[src/hw/rtl/fat_directory_entry_parser_assert.svh]
// ----------------------------------------------------------------------------
// FAT directory entry parser - assertion macros
// Clocked on clk, disabled while rst is high.
// ----------------------------------------------------------------------------
`ifndef FAT_DIRECTORY_ENTRY_PARSER_ASSERT_SVH
`define FAT_DIRECTORY_ENTRY_PARSER_ASSERT_SVH

// Same-cycle implication.
`define FDEP_ASSERT_NOW(lbl, ante, cons, msg) \
  lbl: assert property (@(posedge clk) disable iff (rst) (ante) |-> (cons)) \
    else $error(msg);

// Next-cycle implication.
`define FDEP_ASSERT_NEXT(lbl, ante, cons, msg) \
  lbl: assert property (@(posedge clk) disable iff (rst) (ante) |=> (cons)) \
    else $error(msg);

`endif

[src/hw/rtl/fdep_pkg.sv]
// ----------------------------------------------------------------------------
// fdep_pkg
// Shared constants, types and the long-name offset table of the parser.
// ----------------------------------------------------------------------------
package fdep_pkg;

  localparam int NAME_CHARS_MAX_DEF = 32;

  localparam int          ENTRY_LEN    = 32;
  localparam int          LFN_CHARS    = 13;
  localparam int          ATTR_OFS     = 'h0B;
  localparam int          TIME_OFS     = 'h16;
  localparam int          DATE_OFS     = 'h18;
  localparam int          CLUSTER_OFS  = 'h1A;
  localparam int          SIZE_OFS     = 'h1C;
  localparam logic [7:0]  ATTR_LONG    = 8'h0F;
  localparam logic [7:0]  MARK_END     = 8'h00;
  localparam logic [7:0]  MARK_DELETED = 8'hE5;
  localparam logic [11:0] YEAR_BASE    = 12'd1980;

  typedef logic [7:0] entry_t [ENTRY_LEN];

  typedef struct packed {
    logic [63:0] name;
    logic [23:0] extension;
    logic [7:0]  attribute;
    logic [11:0] year;
    logic [3:0]  month;
    logic [4:0]  day;
    logic [4:0]  hour;
    logic [5:0]  minute;
    logic [4:0]  second_field;
    logic [31:0] file_size;
    logic [15:0] first_cluster;
  } rec_t;

  typedef struct packed {
    logic       hit;
    logic [3:0] idx;
  } lfn_slot_t;

  // Byte offset within a long-name entry -> character slot (0..12)
  function automatic lfn_slot_t lfn_slot(input logic [4:0] pos);
    lfn_slot_t s;
    s.hit = 1'b1;
    unique case (pos)
      5'd1:    s.idx = 4'd0;
      5'd3:    s.idx = 4'd1;
      5'd5:    s.idx = 4'd2;
      5'd7:    s.idx = 4'd3;
      5'd9:    s.idx = 4'd4;
      5'd14:   s.idx = 4'd5;
      5'd16:   s.idx = 4'd6;
      5'd18:   s.idx = 4'd7;
      5'd20:   s.idx = 4'd8;
      5'd22:   s.idx = 4'd9;
      5'd24:   s.idx = 4'd10;
      5'd28:   s.idx = 4'd11;
      5'd30:   s.idx = 4'd12;
      default: begin
        s.hit = 1'b0;
        s.idx = 4'd0;
      end
    endcase
    return s;
  endfunction

endpackage

[src/hw/rtl/fdep_record_decode.sv]
// ----------------------------------------------------------------------------
// fdep_record_decode
// Unpacks a 32-byte short-name entry into record fields.
// ----------------------------------------------------------------------------
module fdep_record_decode (
  input  fdep_pkg::entry_t entry,
  output fdep_pkg::rec_t   rec
);

  logic [15:0] date;
  logic [15:0] tim;

  assign date = {entry[fdep_pkg::DATE_OFS + 1], entry[fdep_pkg::DATE_OFS]};
  assign tim  = {entry[fdep_pkg::TIME_OFS + 1], entry[fdep_pkg::TIME_OFS]};

  always_comb begin
    rec.name          = {entry[7], entry[6], entry[5], entry[4],
                         entry[3], entry[2], entry[1], entry[0]};
    rec.extension     = {entry[10], entry[9], entry[8]};
    rec.attribute     = entry[fdep_pkg::ATTR_OFS];
    rec.year          = {5'd0, date[15:9]} + fdep_pkg::YEAR_BASE;
    rec.month         = date[8:5];
    rec.day           = date[4:0];
    rec.hour          = tim[15:11];
    rec.minute        = tim[10:5];
    rec.second_field  = tim[4:0];
    rec.file_size     = {entry[fdep_pkg::SIZE_OFS + 3], entry[fdep_pkg::SIZE_OFS + 2],
                         entry[fdep_pkg::SIZE_OFS + 1], entry[fdep_pkg::SIZE_OFS]};
    rec.first_cluster = {entry[fdep_pkg::CLUSTER_OFS + 1], entry[fdep_pkg::CLUSTER_OFS]};
  end

endmodule

[src/hw/rtl/fat_directory_entry_parser.sv]
// ----------------------------------------------------------------------------
// fat_directory_entry_parser
// FAT directory byte stream parser: long-name characters, then entry record.
// ----------------------------------------------------------------------------
// Takes one directory byte per cycle. Long-name characters are written into
// the name store as their bytes arrive (speculatively, at the current fill
// plus their slot); the fill only advances if the entry's attribute turns
// out to be long-name at its last byte, so stray writes past the fill are
// never read. After the last byte of a live short-name entry, input stalls
// while the stored characters and then the record are read out, one per
// cycle unless the output is held off, through the name store's single read
// port, whose registered data is the output register. The record is decoded
// from the held entry bytes. Outside such a read-out the block accepts a
// byte every cycle, also while a result still waits on rec_ready. No
// clearing pass after reset.
// ----------------------------------------------------------------------------
`include "fat_directory_entry_parser_assert.svh"

module fat_directory_entry_parser #(
  parameter int NAME_CHARS_MAX = fdep_pkg::NAME_CHARS_MAX_DEF
) (
  input  logic        clk,
  input  logic        rst,
  // directory byte channel
  input  logic        dir_valid,
  output logic        dir_ready,
  input  logic [7:0]  dir_byte,
  input  logic        dir_start,
  // result channel
  output logic        rec_valid,
  input  logic        rec_ready,
  output logic        is_record,
  output logic [63:0] name_or_char,
  output logic [23:0] extension,
  output logic [7:0]  attribute,
  output logic [11:0] year,
  output logic [3:0]  month,
  output logic [4:0]  day,
  output logic [4:0]  hour,
  output logic [5:0]  minute,
  output logic [4:0]  second_field,
  output logic [31:0] file_size,
  output logic [15:0] first_cluster
);

  localparam int IDX_W = $clog2(NAME_CHARS_MAX);
  localparam int CNT_W = $clog2(NAME_CHARS_MAX + 1);
  localparam int SUM_W = CNT_W + 1;
  localparam int REC_TAIL_W = $bits(fdep_pkg::rec_t) - 64;
  localparam logic [SUM_W-1:0] CHARS_MAX = SUM_W'(NAME_CHARS_MAX);
  localparam logic [SUM_W-1:0] LFN_ADD   = SUM_W'(fdep_pkg::LFN_CHARS);
  localparam logic [4:0]       POS_LAST  = 5'(fdep_pkg::ENTRY_LEN - 1);

  // control state
  logic [4:0]       byte_position;
  logic             dir_ended;
  logic [CNT_W-1:0] name_count;
  logic             drain_active;  // characters / record being read out
  logic [CNT_W-1:0] drain_idx;
  logic [CNT_W-1:0] drain_cnt;

  // payload
  fdep_pkg::entry_t entry_bytes;
  logic [7:0]       name_store [NAME_CHARS_MAX];
  fdep_pkg::rec_t   out_rec;
  logic             out_is_record;
  fdep_pkg::rec_t   dec_rec;

  // per-byte decode
  logic             accept;
  logic             live;
  logic             ended_eff;
  logic [4:0]       pos_eff;
  logic [CNT_W-1:0] cnt_eff;
  logic             end_mark;
  logic             entry_done;
  logic             is_long;
  logic             is_deleted;
  logic             drain_go;
  fdep_pkg::lfn_slot_t slot;
  logic [SUM_W-1:0] wr_addr_full;
  logic             wr_en;
  logic [SUM_W-1:0] lfn_fill;
  logic [CNT_W-1:0] lfn_count_next;
  logic             out_free;
  logic             drain_char;

  assign dir_ready = !drain_active;
  assign accept    = dir_valid && dir_ready;

  // dir_start clears position, end flag and fill before the byte is used
  assign ended_eff = dir_start ? 1'b0 : dir_ended;
  assign pos_eff   = dir_start ? 5'd0 : byte_position;
  assign cnt_eff   = dir_start ? '0 : name_count;
  assign live      = accept && !ended_eff;

  assign end_mark   = live && (pos_eff == 5'd0) && (dir_byte == fdep_pkg::MARK_END);
  assign entry_done = live && (pos_eff == POS_LAST);
  // byte 31 is still in flight; attribute and first byte are already held
  assign is_long    = entry_bytes[fdep_pkg::ATTR_OFS] == fdep_pkg::ATTR_LONG;
  assign is_deleted = entry_bytes[0] == fdep_pkg::MARK_DELETED;
  // live short-name entry finished: read-out follows
  assign drain_go   = entry_done && !is_long && !is_deleted;

  assign slot         = fdep_pkg::lfn_slot(pos_eff);
  assign wr_addr_full = {1'b0, cnt_eff} + SUM_W'(slot.idx);
  assign wr_en        = live && slot.hit && (wr_addr_full < CHARS_MAX);

  assign lfn_fill       = {1'b0, cnt_eff} + LFN_ADD;
  assign lfn_count_next = (lfn_fill < CHARS_MAX) ? lfn_fill[CNT_W-1:0]
                                                 : CHARS_MAX[CNT_W-1:0];

  assign out_free   = !rec_valid || rec_ready;
  assign drain_char = drain_idx < drain_cnt;

  fdep_record_decode u_decode (
    .entry (entry_bytes),
    .rec   (dec_rec)
  );

  // control
  always_ff @(posedge clk) begin
    if (rst) begin
      byte_position <= 5'd0;
      dir_ended     <= 1'b0;
      name_count    <= '0;
      drain_active  <= 1'b0;
      drain_idx     <= '0;
      drain_cnt     <= '0;
      rec_valid     <= 1'b0;
    end else begin
      if (accept) begin
        // position holds on the end marker and after it, until a restart
        byte_position <= (ended_eff || end_mark) ? pos_eff : pos_eff + 5'd1;
        dir_ended     <= ended_eff || end_mark;
        if (entry_done && is_long) begin
          name_count <= lfn_count_next;
        end else if (drain_go) begin
          name_count <= '0;
        end else begin
          name_count <= cnt_eff;
        end
      end

      // read-out of stored characters, record last
      if (drain_go) begin
        drain_active <= 1'b1;
        drain_idx    <= '0;
        drain_cnt    <= cnt_eff;
      end else if (drain_active && out_free) begin
        if (drain_char) begin
          drain_idx <= drain_idx + CNT_W'(1);
        end else begin
          drain_active <= 1'b0;
        end
      end

      if (drain_active && out_free) begin
        rec_valid <= 1'b1;
      end else if (rec_valid && rec_ready) begin
        rec_valid <= 1'b0;
      end
    end
  end

  // entry bytes and name store write
  always_ff @(posedge clk) begin
    if (live) begin
      entry_bytes[pos_eff] <= dir_byte;
    end
    if (wr_en) begin
      name_store[wr_addr_full[IDX_W-1:0]] <= dir_byte;
    end
  end

  // output register; doubles as the name store's read data register
  always_ff @(posedge clk) begin
    if (drain_active && out_free) begin
      out_is_record <= !drain_char;
      if (drain_char) begin
        // character item: name field holds the character, all else zero
        out_rec <= {56'd0, name_store[drain_idx[IDX_W-1:0]], {REC_TAIL_W{1'b0}}};
      end else begin
        out_rec <= dec_rec;
      end
    end
  end

  assign is_record     = out_is_record;
  assign name_or_char  = out_rec.name;
  assign extension     = out_rec.extension;
  assign attribute     = out_rec.attribute;
  assign year          = out_rec.year;
  assign month         = out_rec.month;
  assign day           = out_rec.day;
  assign hour          = out_rec.hour;
  assign minute        = out_rec.minute;
  assign second_field  = out_rec.second_field;
  assign file_size     = out_rec.file_size;
  assign first_cluster = out_rec.first_cluster;

  // checks
  `FDEP_ASSERT_NOW(a_fill_bound, 1'b1, {1'b0, name_count} <= CHARS_MAX,
    "name store fill beyond its size")
  `FDEP_ASSERT_NOW(a_drain_bound, drain_active, drain_idx <= drain_cnt,
    "read-out index ran past the character count")
  `FDEP_ASSERT_NOW(a_char_in_drain, rec_valid && !is_record, drain_active,
    "character item shown outside a read-out")
  `FDEP_ASSERT_NOW(a_drain_ends_rec, $fell(drain_active) && !$past(rst),
    rec_valid && is_record, "read-out ended without a record item")

endmodule
[config.mk]
export PLATFORM = sky130hd
export DESIGN_NAME = fat_directory_entry_parser
export DESIGN_NICKNAME = d
export VERILOG_FILES = /design/src/hw/rtl/fdep_pkg.sv /design/src/hw/rtl/fdep_record_decode.sv /design/src/hw/rtl/fat_directory_entry_parser.sv
export VERILOG_INCLUDE_DIRS = /design/src /design/src/hw/rtl
export SDC_FILE = /design/constraint.sdc
export NUM_CORES = 1
export LEC_CHECK = 0
export ABC_AREA = 0
export CORE_UTILIZATION = 55
export CTS_CLUSTER_DIAMETER = 40
export CTS_CLUSTER_SIZE = 12
export DETAILED_ROUTE_END_ITERATION = 7
export DONT_BUFFER_PORTS = 1
export GPL_TIMING_DRIVEN = 0
export HOLD_SLACK_MARGIN = 0.02
export PLACE_DENSITY = 0.71
export SLEW_MARGIN = 20
export SYNTH_ARGS = -nofsm -noshare
export SYNTH_HDL_FRONTEND = slang
export SYNTH_HIERARCHICAL = 1
export SYNTH_SLANG_ARGS = --single-unit
[constraint.sdc]
create_clock -name clk -period 31.9 [get_ports clk]
set_input_delay 4.785 -clock clk [delete_from_list [all_inputs] [get_ports clk]]
set_output_delay 4.785 -clock clk [all_outputs]
set_load 0.05 [all_outputs]
==> key figures, run 1 <==
Pwr
  • Leak pwr: between 9 and 10 nW
  • Power consumption: about 1.9 mW
  • Peak supply drop: slightly below 0.07 mV
  • PwrDens: between 60 and 70 nW/um^2

Critical path
  • CP required: 32,150 ps
  • Worst setup endpoint: name_store[25][7]
  • Setup CP Type: primary input to register
  • Startpoint type of the worst setup path: primary input
  • CP peak stage delay: 890 ps
  • R2r setup slk: between 20,000 and 30,000 ps
  • Worst flop-to-flop path startpoint: byte_position[3]
  • CP max FO: 10
  • Most common cell on crit path: buf_2
  • Worst path cell trace: buf_2 -> buf_2 -> buf_1 -> nor2_1 -> ha_1 -> inv_1 -> fa_1 -> nor2b_1 -> o21a_1 -> nor4b_1 -> o2111ai_1 -> nor3_2
  • CP max-delay cell: nor3_2
  • Critical path launch point: dir_start
  • Worst R2R Path Depth: 11
  • Worst Path Arrival: between 8000 and 9000 ps
  • Endpoint class of the critical path: register
  • R2R Path End: name_store[25][7]

STA
  • Rel. slew slack: between 20 and 25%
  • Worst-margin pin slew: ~1100 ps
  • Worst Skew: roughly 40 ps
  • Max Freq: approximately 120 MHz
  • Final hold violation count: 0
  • Count of final max-slew check failures: 0
  • Final setup viols: 0
  • Setup_tns: 0 ps
  • Fin crit share: roughly 26%
  • Unrepaired setup endpoints after global routing: false
  • Post-layout min period: around 8200 ps

CTS
  • H-tree depth: 3
  • Post-CTS Hold Buffers: 0
  • Setup Fix Bufs, Post-CTS: 0
  • Maximum buffer depth of the clock tree: 3
  • CTS tree: yes
  • Clk sinks: 645
  • Clock transition at the registers of the reported paths: ~50 ps
  • CTS Buf Count: between 70 and 80
  • Later-pin clock latency in the skew report: 630 ps
  • CTS resizes: 0
  • Root Driver: clkbuf_16

Final layout
  • Fillers: 2,990
  • Most common cell after layout, fill and taps aside: edfxtp_1
  • NumNets Final: 1,600
  • Sequential cell area: between 15,000 and 20,000 um^2
  • Final Core Density: 64.5%
  • # diodes: 0
  • Area delta synth->final: 15.1%
  • Area of the multi-input gates: 5020 um^2
  • Final Cell Area: 29,400 um^2
  • Most used cells in the layout excluding fill and tap cells: edfxtp_1, buf_4, and2_1
  • Final cell count without fillers: between 2,000 and 2,500
  • Layout cell share with drive strength beyond 1: a little over a quarter

Placed design
  • DP Wirelength: 32,000 um
  • Final Wtd Congestion: approximately 0.88
  • Dpl cells: around 2,100
  • Number of port buffers: 0
  • Area post-placement: 26,700 um^2

Flow run
  • Max Cap Viol: 0

Floorplan
  • Row cnt: 78
  • Die Y: 218 um
  • Full die area: between 40,000 and 50,000 um^2
  • Core area: around 46,000 um^2
  • Num ports: 197
  • Die width: about 220 um
  • Initial Util: between 50% and 60%

Global routing
  • First-pass GRT wire length: 77,400 um
  • Initial antenna violation count: 0
  • GR peak layer: met2
  • Largest net degree at the start of global routing: 56
  • Met1 usage: 28.8%
  • Met3 usage: 5.22%
  • GR Overflow Total: 0
  • Number of global-route vias before repair: between 10,000 and 15,000
  • Global-route usage over all layers: approximately 22%
  • GRT met2 Usage: a little under two fifths

Logic synthesis
  • Warnings from Yosys: 6
  • Synth Instances: ~1,500
  • Syn avg cell area: ~17 um^2
  • Total nets after synthesis: approximately 1,500
  • Mapped cell area: around 26,000 um^2

Hold path
  • Hold Crit Class: register to register

Drt
  • DRC viols: 0
  • WL final: between 50,000 and 60,000 um
  • Avg WL per Cell: ~23 um
  • Via Count: 12,600
  • Initial DRT Pass Iterations: 5
  • Via density: 5.63
  • Post-route ant nets: 0
  • Initial DRC Count: about 1,100

Status
  • Status: complete, no violations
[worst max-delay path, delay by kind of cell]
| kind | cells | cell delay [ps] |
|---|---|---|
| adder cells (fa/ha/maj) | 2 | 480 |
| AO/OA/AOI/OAI | 2 | 790 |
| AND/OR/NAND/NOR | 4 | 1490 |
| buffers and inverters | 4 | 870 |
[power breakdown]
group | total [mW] | internal [mW] | switching (mW)
combinational | 0.0131 | 0.00466 | 0.00842
sequential | 0.926 | 0.925 | 0.00102
clock | 0.919 | 0.562 | 0.357
total | 1.86 | 1.49 | 0.366
[worst min-delay path by stage]
stage	end	cells after the start	start
final	drain_idx[5]	2	drain_idx[5]
after floorplan	drain_idx[5]	2	drain_idx[5]
after global placement	drain_idx[5]	2	drain_idx[5]
after CTS	drain_idx[5]	2	drain_idx[5]
after global routing	drain_idx[5]	2	drain_idx[5]
after detailed placement	drain_idx[5]	2	drain_idx[5]
[area by class of cell]
cell class	count	area share, %
buffer	228	5.30
clock buffer	91	6.91
clock inverter	48	2.32
inverter	22	0.281
multi-input combinational	583	17.1
sequential	645	64.8
tap	600	2.55
timing repair buffer	13	0.732
[registers in the layout (all words and copies together), names as in the netlist, 4 cells and up, named ones only]
name           count
file_size         32
month              4
second_field       5
hour               5
byte_position      5
entry_bytes      176
first_cluster     16
drain_idx          6
year              12
minute             6
day                5
name_or_char      64
name_store       256
attribute          8
drain_cnt          6
extension         24
name_count         6
[stage by stage]
stage                     worst slack, ps  hold WS, ps
after global routing                23480          522
after global placement              14940          462
final                               23710          482
after floorplan                     17920          447
after detailed placement            23140          470
after CTS                           23800          485
[metal layers]
| metal | up-vias | share of wire (%) | routed length (um) |
|---|---|---|---|
| met3 | 121 | 7.5 | 3940 |
| li1 | 5619 | - | - |
| met2 | 555 | 49 | 25700 |
| met4 | 0 | 3.4 | 1760 |
| met5 | - | 0 | 0 |
| met1 | 6257 | 40 | 20800 |
(Power assumes the default switching activity.)
==> run 2, diff against run 1 <==
- ABC_AREA: 0 -> 1
- clock period: 31.9 -> 7.8 ns (I/O delays scaled with it)
==> run 2 against run 1 <==
Die area is 3.8% higher. Clock skew is 13 ps lower. Non-clock buffer count is 10 higher. Worst setup slack worse by 20000 ps. Total power grew to 4.1 times the previous value. Highest routed layer unchanged. Worst hold slack worse by 11 ps. Core utilization is 1.2 points lower. Global-route usage is 1.4 points higher. Clock power grew to 4.1 times the previous value. Synthesized cell count is 49% higher. Largest cell class unchanged.
==> key figures, run 2 <==
Critical path
  • Worst R2R Path Depth: 12 (was 11)
  • Setup CP Type: primary input to register (unchanged)
  • Endpoint class of the critical path: register (unchanged)
  • Worst Path Arrival: 4390 ps (was 8430 ps)
  • Worst flop-to-flop path startpoint: byte_position[2] (was byte_position[3])
  • Startpoint type of the worst setup path: primary input (unchanged)
  • R2r setup slk: 3950 ps (was 27,310 ps)
  • CP max FO: 10 (unchanged)
  • CP required: 8040 ps (was 32,150 ps)
  • R2R Path End: name_store[4][3] (was name_store[25][7])

Final layout
  • Number of flip-flops in the largest register: 256 (unchanged)
  • Most used cells in the layout excluding fill and tap cells: edfxtp_1, nand2_1, nor2_1 (was edfxtp_1, buf_4, and2_1)
  • # diodes: 0 (unchanged)
  • Layout cell share with drive strength beyond 1: 16.4% (was 27.1%)
  • Final cell count without fillers: 2,965 (was 2,230)
  • Most common cell after layout, fill and taps aside: edfxtp_1 (unchanged)
  • Area delta synth->final: 13.7% (was 15.1%)
  • NumNets Final: 2,317 (was 1,600)

Floorplan
  • Row cnt: 80 (was 78)
  • Initial Util: 55.7% (was 56.1%)
  • Core area: 47,600 um^2 (was 45,600 um^2)
  • Num ports: 197 (unchanged)
  • Full die area: 49,100 um^2 (was 47,300 um^2)
  • Die width: 222 um (was 218 um)
  • Die Y: 222 um (was 218 um)

Pwr
  • Clock share of power: 49.6% (was 49.5%)
  • Internal: 6.10 mW (was 1.49 mW)
  • Leak pwr: 11.6 nW (was 9.57 nW)
  • Net switching power: 1.55 mW (was 366 uW)
  • PwrDens: 254 nW/um^2 (was 63.2 nW/um^2)
  • Power consumption: 7.65 mW (was 1.86 mW)
  • Peak supply drop: 0.169 mV (was 0.0695 mV)
  • Sequential share of power: 49.5% (was 49.8%)
  • Comb pwr share: 0.8% (was 0.7%)
  • Sw Ratio: 20.3% (was 19.7%)

Logic synthesis
  • Total nets after synthesis: 2,229 (was 1,506)
  • Syn avg cell area: 12.1 um^2 (was 17.3 um^2)
  • Warnings from Yosys: 6 (unchanged)
  • Mapped cell area: 26,500 um^2 (was 25,600 um^2)
  • Synth Instances: 2,201 (was 1,478)

Drt
  • WL final: 57,700 um (was 52,300 um)
  • Avg WL per Cell: 19.5 um (was 23.4 um)
  • Initial DRC Count: 1,710 (was 1,066)
  • Post-route ant nets: 0 (unchanged)
  • Via density: 5.29 (was 5.63)
  • DRC viols: 0 (unchanged)
  • Via Count: 15,700 (was 12,600)
  • Initial DRT Pass Iterations: 6 (was 5)

CTS
  • Setup Fix Bufs, Post-CTS: 0 (unchanged)
  • Later-pin clock latency in the skew report: 630 ps (about the same)
  • CTS resizes: 0 (unchanged)
  • Root Driver: clkbuf_16 (unchanged)
  • Post-CTS Hold Buffers: 0 (unchanged)
  • Maximum buffer depth of the clock tree: 3 (unchanged)
  • Clock transition at the registers of the reported paths: 50 ps (about the same)
  • CTS Buf Count: 84 (was 79)
  • H-tree depth: 3 (unchanged)
  • CTS tree: yes (unchanged)
  • Clk sinks: 645 (unchanged)

Global routing
  • Initial antenna violation count: 0 (unchanged)
  • GR Overflow Total: 0 (unchanged)
  • First-pass GRT wire length: 88,200 um (was 77,400 um)
  • Largest net degree at the start of global routing: 114 (was 56)
  • Number of global-route vias before repair: 15,200 (was 12,500)
  • Global-route usage over all layers: 23.9% (was 22.5%)

Hold path
  • Hold path start: drain_cnt[4] (was drain_idx[5])
  • Hold Crit Class: register to register (unchanged)
  • WHS Path Cells: 2 (unchanged)
  • Hold EP: drain_cnt[4] (was drain_idx[5])

Placed design
  • Final Wtd Congestion: 0.927 (was 0.876)
  • DP Wirelength: 36,700 um (was 32,000 um)
  • Number of port buffers: 0 (unchanged)
  • Dpl cells: 2,818 (was 2,089)
  • Place WS: 3030 ps (was 23,140 ps)

STA
  • Max Freq: between 200 and 250 MHz
  • Fin crit share: between 50% and 60%
  • Final setup margin: 3660 ps (was 23,710 ps)
  • Count of final max-slew check failures: 0 (unchanged)
  • Rel. slew slack: 39.3% (was 24.5%)
  • Setup_tns: 0 ps (unchanged)
  • Post-layout min period: about 4100 ps
  • Worst-margin pin slew: 907 ps (was 1130 ps)
  • Final setup viols: 0 (unchanged)
  • Worst Skew: 27.3 ps (was 40.4 ps)
  • Unrepaired setup endpoints after global routing: false (unchanged)
  • Final hold violation count: 0 (unchanged)

Status
  • Status: complete, no violations (unchanged)

Flow run
  • Max Cap Viol: 0 (unchanged)
run 2: cell types whose count changed in the layout (fill, tap and decap cells not counted), sizes merged, moves of 15 or more:
cell,before,now
and2,174,1
mux4,64,0
inv,31,252
nor3,48,7
nand2,27,447
nand2b,15,0
nand3,13,244
a21oi,14,29
mux2i,30,0
nor2,47,281
o22ai,16,0
run 2: power groups by stage:
stage / sequential [mW] / combinational (mW) / clock, mW
floorplan: 3.86 / 0.0482 / 0
global placement: 3.86 / 0.0621 / 0
detailed placement: 3.86 / 0.0641 / 0
CTS: 3.79 / 0.0645 / 3.84
global route: 3.79 / 0.0707 / 3.98
finish: 3.79 / 0.0646 / 3.80
run 2: cell type report:
type | count | area [um^2]
fillers | 3489 | 17500
clock buffers | 90 | 2150
well taps | 615 | 769
inverters | 237 | 905
repair buffers | 2 | 55.1
plain buffers | 249 | 1640
flip-flops and latches | 645 | 19100
multi-input cells | 1070 | 4940
clock inverters | 57 | 649
run 2: routing by layer:
metal / vias to the layer above / track usage, % / routed length (um)
li1: 7384 / - / -
met5: - / 0 / 0
met4: 0 / 9.21 / 1760
met2: 676 / 38.5 / 27600
met3: 116 / 4.09 / 4290
met1: 7497 / 32.6 / 24100
run 2: worst max path at each step:
stage | from | endpoint | depth (start not counted)
2_1_floorplan | rec_ready | register | 9
3_3_place_gp | rec_ready | register | 9
3_5_place_dp | dir_start | name_store[1][2] | 20
4_1_cts | dir_start | name_store[1][1] | 20
5_1_grt | dir_start | name_store[0][7] | 20
6_report | dir_start | name_store[4][3] | 16
run 2: stage by stage:
| step | hold WS (ps) | cell area [um^2] | utilization, % |
|---|---|---|---|
| 2_1_floorplan | 433 | 26500 | - |
| 3_3_place_gp | 461 | 27300 | 57.3 |
| 3_5_place_dp | 462 | 27400 | 57.4 |
| 4_1_cts | 472 | 30200 | 63.3 |
| 5_1_grt | 493 | 30200 | 63.3 |
| 6_report | 471 | 30200 | 63.3 |
run 2: worst max-delay path, cell delays in order:
cell and delay [ps]:
inv_2 80, buf_12 170, nand2_8 70, nor2_2 160, nand2_1 170, nor2_1 130
a21oi_1 50, o2111ai_1 100, ha_1 240, inv_1 70, fa_1 410, xnor2_1 370
inv_1 150, nor2_1 220, nand4_4 150, nor2_1 660
